<file path="config.mk">
export PLATFORM = sky130hd
export DESIGN_NAME = sme_muldiv
export DESIGN_NICKNAME = d
export VERILOG_FILES = /design/src/sv/assert_macros.svh /design/src/sv/sme_pkg.sv /design/src/sv/sme_muldiv.sv
export SDC_FILE = /design/constraint.sdc
export NUM_CORES = 2
export LEC_CHECK = 0
export BUFFER_PORTS_ARGS = -buffer_cell sky130_fd_sc_hd__buf_2
export CORE_MARGIN = 4
export CORE_UTILIZATION = 28
export DETAILED_ROUTE_END_ITERATION = 10
export PLACE_DENSITY = 0.4
export SYNTH_ARGS = -nofsm -noshare
export SYNTH_HDL_FRONTEND = slang
export SYNTH_SLANG_ARGS = --single-unit
</file>
<file path="constraint.sdc">
create_clock -name clk_i -period 18.89 [get_ports clk_i]
set_clock_uncertainty 0.1 [all_clocks]
set_input_delay 0.9445 -clock clk_i [delete_from_list [all_inputs] [get_ports clk_i]]
set_output_delay 0.9445 -clock clk_i [all_outputs]
set_load 0.005 [all_outputs]
</file>
<file path="src/sv/assert_macros.svh">
// Assertion macros shared by the stack machine RTL.
// No dependencies.
`ifndef ASSERT_MACROS_SVH
`define ASSERT_MACROS_SVH

// Check that a property holds at every clock edge outside reset.
`define ASSERT_CLK(label, clk, rst_n, prop, msg) \
  label: assert property (@(posedge clk) disable iff (!rst_n) (prop)) else $error(msg);

// Check that an antecedent implies a consequent on the next clock edge.
`define ASSERT_NEXT(label, clk, rst_n, ante, cons, msg) \
  label: assert property (@(posedge clk) disable iff (!rst_n) (ante) |=> (cons)) \
    else $error(msg);

`endif

</file>
<file path="src/sv/sme_pkg.sv">
// Types, constants and opcodes for the stack machine execute block.
// No dependencies.
package sme_pkg;
  localparam int unsigned StackDepthDef = 64;
  localparam int unsigned DataW = 64;
  localparam int unsigned FuncW = 4;
  localparam int unsigned StatusW = 3;
  localparam int unsigned DepthW = 7;

  localparam logic [FuncW-1:0] OpPush  = 4'd0;
  localparam logic [FuncW-1:0] OpPrint = 4'd1;
  localparam logic [FuncW-1:0] OpRead  = 4'd2;
  localparam logic [FuncW-1:0] OpAdd   = 4'd3;
  localparam logic [FuncW-1:0] OpSub   = 4'd4;
  localparam logic [FuncW-1:0] OpMul   = 4'd5;
  localparam logic [FuncW-1:0] OpDiv   = 4'd6;
  localparam logic [FuncW-1:0] OpCmp   = 4'd7;
  localparam logic [FuncW-1:0] OpNeg   = 4'd8;
  localparam logic [FuncW-1:0] OpSwap  = 4'd9;
  localparam logic [FuncW-1:0] OpDup   = 4'd10;
  localparam logic [FuncW-1:0] OpStop  = 4'd11;

  localparam logic [StatusW-1:0] StOk    = 3'd0;
  localparam logic [StatusW-1:0] StUnder = 3'd1;
  localparam logic [StatusW-1:0] StOver  = 3'd2;
  localparam logic [StatusW-1:0] StDivz  = 3'd3;
  localparam logic [StatusW-1:0] StStop  = 3'd4;

  // Operation handed to the arithmetic unit.
  typedef enum logic [1:0] {
    AluMul = 2'd0,
    AluDiv = 2'd1
  } alu_op_e;
endpackage

</file>
<file path="src/sv/sme_muldiv.sv">
// Multi-cycle 64-bit multiply (16-bit partial products) and signed divide
// (one quotient bit per cycle). Depends on sme_pkg.
module sme_muldiv (
  input  logic                       clk_i,
  input  logic                       rst_ni,
  input  logic                       start_i,
  input  sme_pkg::alu_op_e           op_i,
  input  logic [sme_pkg::DataW-1:0]  a_i,
  input  logic [sme_pkg::DataW-1:0]  b_i,
  output logic                       done_o,
  output logic [sme_pkg::DataW-1:0]  res_o
);
  import sme_pkg::*;

  localparam logic [1:0] SIdle = 2'd0;
  localparam logic [1:0] SMul  = 2'd1;
  localparam logic [1:0] SDiv  = 2'd2;
  localparam logic [1:0] SFin  = 2'd3;

  logic [1:0]       state_q, state_d;
  logic [6:0]       cnt_q, cnt_d;
  logic [DataW-1:0] a_q, a_d, b_q, b_d, acc_q, acc_d, rem_q, rem_d;
  logic             neg_q, neg_d;
  logic [DataW-1:0] a_abs, b_abs;
  logic [DataW:0]   rem_sh, rem_sub;
  logic [DataW+15:0] pp;

  assign a_abs = a_i[DataW-1] ? (~a_i + 1'b1) : a_i;
  assign b_abs = b_i[DataW-1] ? (~b_i + 1'b1) : b_i;
  // a_q holds the multiplicand; b_q shifts 16 bits of multiplier per cycle
  assign pp      = {16'd0, a_q} * {{DataW{1'b0}}, b_q[15:0]};
  assign rem_sh  = {rem_q, a_q[DataW-1]};
  assign rem_sub = rem_sh - {1'b0, b_q};

  always_comb begin
    state_d = state_q;
    cnt_d   = cnt_q;
    a_d     = a_q;
    b_d     = b_q;
    acc_d   = acc_q;
    rem_d   = rem_q;
    neg_d   = neg_q;
    done_o  = 1'b0;
    case (state_q)
      SIdle: begin
        if (start_i) begin
          cnt_d = '0;
          acc_d = '0;
          rem_d = '0;
          if (op_i == AluMul) begin
            a_d = a_i;
            b_d = b_i;
            neg_d = 1'b0;
            state_d = SMul;
          end else begin
            a_d   = a_abs;
            b_d   = b_abs;
            neg_d = a_i[DataW-1] ^ b_i[DataW-1];
            state_d = SDiv;
          end
        end
      end
      SMul: begin
        acc_d = acc_q + (pp[DataW-1:0] << {cnt_q[1:0], 4'd0});
        b_d   = b_q >> 16;
        cnt_d = cnt_q + 7'd1;
        if (cnt_q == 7'd3) state_d = SFin;
      end
      SDiv: begin
        a_d = a_q << 1;
        if (!rem_sub[DataW]) begin
          rem_d = rem_sub[DataW-1:0];
          acc_d = {acc_q[DataW-2:0], 1'b1};
        end else begin
          rem_d = rem_sh[DataW-1:0];
          acc_d = {acc_q[DataW-2:0], 1'b0};
        end
        cnt_d = cnt_q + 7'd1;
        if (cnt_q == 7'(DataW - 1)) state_d = SFin;
      end
      SFin: begin
        // Hold the result and its sign until the next start
        done_o  = 1'b1;
        state_d = SIdle;
      end
      default: state_d = SIdle;
    endcase
  end

  // Quotient sign fix; MIN / -1 wraps naturally to MIN.
  assign res_o = neg_q ? (~acc_q + 1'b1) : acc_q;

  always_ff @(posedge clk_i or negedge rst_ni) begin
    if (!rst_ni) begin
      state_q <= SIdle;
      cnt_q   <= '0;
      neg_q   <= 1'b0;
    end else begin
      state_q <= state_d;
      cnt_q   <= cnt_d;
      neg_q   <= neg_d;
    end
  end

  always_ff @(posedge clk_i) begin
    a_q   <= a_d;
    b_q   <= b_d;
    acc_q <= acc_d;
    rem_q <= rem_d;
  end
endmodule

</file>
======== After elaboration in Yosys (flattened, before gate mapping) ========
Index checks and enable logic that the tools add are counted.
word-level totals
  register bits after elaboration ......... 266
  bits of input ports ..................... 133
  output and inout port bits .............. 65
  word-level logic and storage cells ...... 63
cells by class
  add/subtract/negate cells ............... 6
  multipliers ............................. 1
  equal/unequal tests ..................... 8
  shift-type cells ........................ 1
  multiplexer cells ....................... 23
  bitwise logic cells ..................... 4
  reduce and logical (&&, ||, !) cells .... 13
operator list
  kind                                           count
  two-way mux 64 bit                             9
  one-hot mux 64 bit (2 select lines)            3
  adder 64 x 1 -> 64 bit, second input constant  3
  NOT 64 bit                                     3
  one-hot mux 64 bit (3 select lines)            1
  subtractor 65 x 64 -> 65 bit                   1
  adder 64 bit                                   1
  multiplier 64 x 16 -> 64 bit                   1
  left shift 64 x 6 -> 64 bit                    1
  one-hot mux 7 bit (2 select lines)             1
  AND reduction 2 bit                            5
  two-way mux 2 bit                              4
  one-hot mux 2 bit (4 select lines)             1
  adder 7 x 1 -> 7 bit, second input constant    1
  == test 7 x 2 -> 1 bit, second input constant  1
  == test 7 x 6 -> 1 bit, second input constant  1
  two-way mux 7 bit                              1
  != test 2 bit, second input constant           3
  nonzero test 2 bit                             3
  == test 2 bit, second input constant           2
  logical NOT 2 bit                              2
  two-way mux 1 bit                              3
  AND reduction 3 bit                            1
  nonzero test 3 bit                             1
  3 further kinds                                3

======== Logic depth before layout (Yosys ltp) ========
  depth in word-level cells ............... 6
  depth in mapped cells ................... 40

======== Least setup slack after synthesis ========
Ideal clock, no wire load.
  path type ............................... reg-to-reg
  start point ............................. reg state_q[0]
  end point ............................... reg a_q[0] (enable)
  setup time .............................. 0.792 ns
  arrival ................................. 10.304 ns
  data required time ...................... 17.998 ns
  setup slack ............................. 7.694 ns
  cell stages (with the launch flop) ...... 7
  path buffers ............................ 2
  period minus slack after synthesis ...... 11.196 ns
  path through ............................ dfrtp_1 inv_1 ha_1 clkbuf_1 clkbuf_1 inv_2 o21ai_0
on the way
  longest elaborated chain between the ends .. 3
  elaborated cells on any way between the ends .. 5
  classes of those cells .................. eq/ne (2); reduce/logical (3)
ends and longest elaborated chain
  item                                                           line               text
  from (decl)                                                    sme_muldiv.sv:20   logic [1:0] state_q, state_d;
  from (signal assigned)                                         sme_muldiv.sv:95   state_q <= SIdle;
  from (signal assigned)                                         sme_muldiv.sv:99   state_q <= state_d;
  == test 2 bit or logical NOT 2 bit (tied branches)             sme_muldiv.sv:44   case (state_q)
  nonzero test 2 bit (no line) or != test 2 bit (tied branches)  -
  AND reduction 2 bit (no line) *                                -
  to (signal assigned)                                           sme_muldiv.sv:106  a_q <= a_d;
  to (decl)                                                      sme_muldiv.sv:22   logic [DataW-1:0] a_q, a_d, b_q, b_d, acc_q, acc_d, rem_q, rem_d;
Mark *: on every way between the ends. The rest lies on a longest branch, timed or not.
A chain may end at the register's enable or synchronous reset.

======== Final worst setup path ========
  start point ............................. reg b_q[5]
  end point ............................... reg acc_q[55] (data pin)
on the way
  longest elaborated chain between the ends .. 4
ends and longest elaborated chain
  item                                 line               text
  from (decl)                          sme_muldiv.sv:22
  from (signal assigned)               sme_muldiv.sv:107  b_q <= b_d;
  multiplier 64 x 16 -> 64 bit         sme_muldiv.sv:31   assign pp = {16'd0, a_q} * {{DataW{1'b0}}, b_q[15:0]};
  left shift 64 x 6 -> 64 bit          sme_muldiv.sv:64   acc_d = acc_q + (pp[DataW-1:0] << {cnt_q[1:0], 4'd0});
  adder 64 bit                         sme_muldiv.sv:64
  one-hot mux 64 bit (3 select lines)  sme_muldiv.sv:44
  net acc_d[55]                        sme_muldiv.sv:22
  to (signal assigned)                 sme_muldiv.sv:108  acc_q <= acc_d;
  to (decl)                            sme_muldiv.sv:22
The timed path passes the listed nets, and every way through them passes these cells.

==> out/qor.yml <==
cts:
  ctsResizeCount: 0
  cts-htree-levels: 2
  cts_buffers: 40
  post_cts_buffers: 0
  worstSkewPairLatency_ns: 0.63
  root_buffer: "clkbuf_16"
  hold_buffers: 0
  cts_tree: "yes"
  clk_pin_slew_ns: 0.06
  cts_buffer_depth: 3
  cts_sinks: 266
job:
  drv_cap: 0
routing:
  wl_per_cell_um: 22.0
  first_pass_iters: 7
  drt-initial-drc-count: 2521
  vias_per_cell: 4.95
  ant_nets: 0
  drc: 0
  vias: 40900
  drt-total-wl_um: 182000
sta:
  min_period_over_period_pct: 58.9
  hold_viol_final: 0
  rsz0062_at_grt: "false"
  slew_headroom_pct: 29.2
  period_needed_ns: 11.13
  fmax_mhz: 89.9
  fin_tns_setup_ns: 0
  drv_slew: 0
  setup_viol: 0
  worstMarginPinSlew_ns: 1.05
global_route:
  grt-ovfl-total: 0
  grt_max_degree: 129
  grt_first_pass_wirelength_um: 279000
  grt_pass1_vias: 43400
  antenna_found_initial: 4
  gr-usage-all-layers_pct: 19.5
die:
  die_area_um2: 186000
  core_um2: 178000
  initial_core_util_pct: 28.2
  num_rows: 155
  dieWidth_um: 432
  die_y_um: 432
  boundaryPins: 198
worst_setup_path:
  critPathKind: "flip-flop to flip-flop"
  start_kind: "flip-flop"
  path_common_cell: "fa_1"
  worstSetupEndpointType: "flip-flop"
  max_stage_delay_ns: 0.83
  required_ns: 19.17
  cp_max_fo: 33
  r2r_setup_slack_ns: 7.76
  cp.arrival_ns: 11.41
  slowest_stage: "edfxtp_1"
yosys:
  synthCells: 5889
  ys_types: 86
  synth_flop_cell: "edfxtp_1"
  ys_ff_latch: 266
  netlist_area_um2: 50300
  ys_seq_area_share_pct: 15.8
  synth-edff-count: 256
  async_flop_share_pct: 3.76
  syn_nets: 7019
  syn_avg_cell_area_um2: 8.53
  yosys_warnings: 0
place:
  globalplace.congestion: 0.885
  portBuffers: 197
  hpwl_um: 141000
finish:
  mostFrequentLayoutCells: "931 x nand2_1, 872 x inv_1, 754 x fa_1"
  layout.nets: 7010
  drive_gt1_share_pct: 6.45
  fillers: 19100
  area_growth_pct: 9.35
  final_common_cell: "nand2_1"
status:
  run_status: "complete, no violations"
min_path:
  hold_path.class: "input port to async pin"
[worst max-delay path: cells and delay by family (launching register included)]
kind / cells / cell delay (ns)
fa+ha+maj: 8 / 3.86
compound gates: 13 / 3.30
simple gates: 4 / 0.97
buf+inv: 7 / 0.96
mux: 1 / 0.17
flops: 1 / 0.83
xor+xnor: 2 / 0.65
[Yosys cell counts, types with 9 or more instances]
cell type / n / area (um^2)
a211oi_1: 33 / 248
a21o_1: 85 / 638
a21oi_1: 291 / 1460
a22oi_1: 38 / 285
a31oi_1: 21 / 131
and2_1: 311 / 1950
and3_1: 33 / 206
buf_1: 12 / 45.0
clkbuf_1: 309 / 1160
dfrtp_1: 10 / 250
edfxtp_1: 256 / 7690
fa_1: 754 / 15100
ha_1: 243 / 3040
inv_1: 873 / 3280
mux2i_1: 76 / 761
nand2_1: 931 / 3490
nand2b_1: 26 / 163
nand3_1: 55 / 275
nand3b_1: 10 / 75.1
nand4_1: 50 / 313
nor2_1: 281 / 1050
nor2b_1: 62 / 388
nor3_1: 55 / 275
nor4_1: 24 / 150
o211ai_1: 19 / 143
o21a_1: 15 / 113
o21ai_0: 309 / 1550
o21bai_1: 50 / 375
o22ai_1: 22 / 138
o31ai_1: 49 / 368
o41ai_1: 22 / 193
or2_2: 9 / 56.3
or3_1: 25 / 156
or4_1: 16 / 120
xnor2_1: 242 / 2120
xor2_1: 137 / 1200
[final cells by class]
cell class	count	area (um^2)	share of cell area [%]
Multi-Input combinational cell	4426	37900	69.0
Sequential cell	266	7940	14.4
Inverter	875	3280	5.98
Tap cell	2355	2950	5.36
Timing Repair Buffer	271	1660	3.02
Clock buffer	44	1020	1.85
Clock inverter	25	205	0.373
Antenna cell	3	7.51	0.0137
[metal layers]
metal	part of all wire [%]	GRT usage [%]	vias up	wire length, um
li1	-	-	19000	-
met2	46	32.1	851	84200
met3	4.0	2.00	152	7190
met1	47	27.6	20900	85500
met5	0	0	-	0
met4	2.6	4.64	0	4700
[sequential cells by signal (all words and copies together) (netlist names)]
| register | flops |
|---|---|
| cnt_q | 7 |
| b_q | 64 |
| acc_q | 64 |
| rem_q | 64 |
| state_q | 2 |
| a_q | 64 |
| neg_q | 1 |
[logic make-up after synthesis]
| kind of cell | count (synthesis) | synth area share [%] |
|---|---|---|
| AND/OR/NAND/NOR | 1919 | 17.9 |
| buffers and inverters | 1197 | 8.95 |
| AO/OA/AOI/OAI | 1048 | 12.9 |
| adder cells (fa/ha/maj) | 997 | 36.1 |
| XOR/XNOR | 380 | 6.65 |
| flip-flops | 266 | 15.8 |
| multiplexers | 82 | 1.69 |
[path summary, 6_finish.rpt]
| kind | cells after the start | from | endpoint |
|---|---|---|---|
| max | 35 | b_q[5] | acc_q[55] |
| min | 1 | rst_ni | neg_q |
| max reg2reg | 35 | b_q[5] | acc_q[55] |
| min reg2reg | 1 | cnt_q[0] | cnt_q[0] |
| max in group asynchronous | 1 | rst_ni | cnt_q[1] |
| min in group clk_i | 1 | cnt_q[0] | cnt_q[0] |
[through the flow]
step | hold WS [ns] | worst slack (ns) | util [%] | std cells | area (um^2)
2_1_floorplan | 0.397 | 7.69 | - | 5889 | 50300
3_3_place_gp | 0.448 | 7.30 | 30.1 | 8192 | 53700
3_5_place_dp | 0.455 | 7.45 | 30.1 | 8192 | 53700
4_1_cts | 0.0314 | 7.45 | 30.8 | 8261 | 54900
5_1_grt | 0.0491 | 6.78 | 30.8 | 8263 | 55000
6_report | 0.0819 | 7.76 | 30.8 | 8265 | 55000
Power is not shown: default switching activity piles up to over one toggle a cycle in this logic, so the estimate is an artifact.
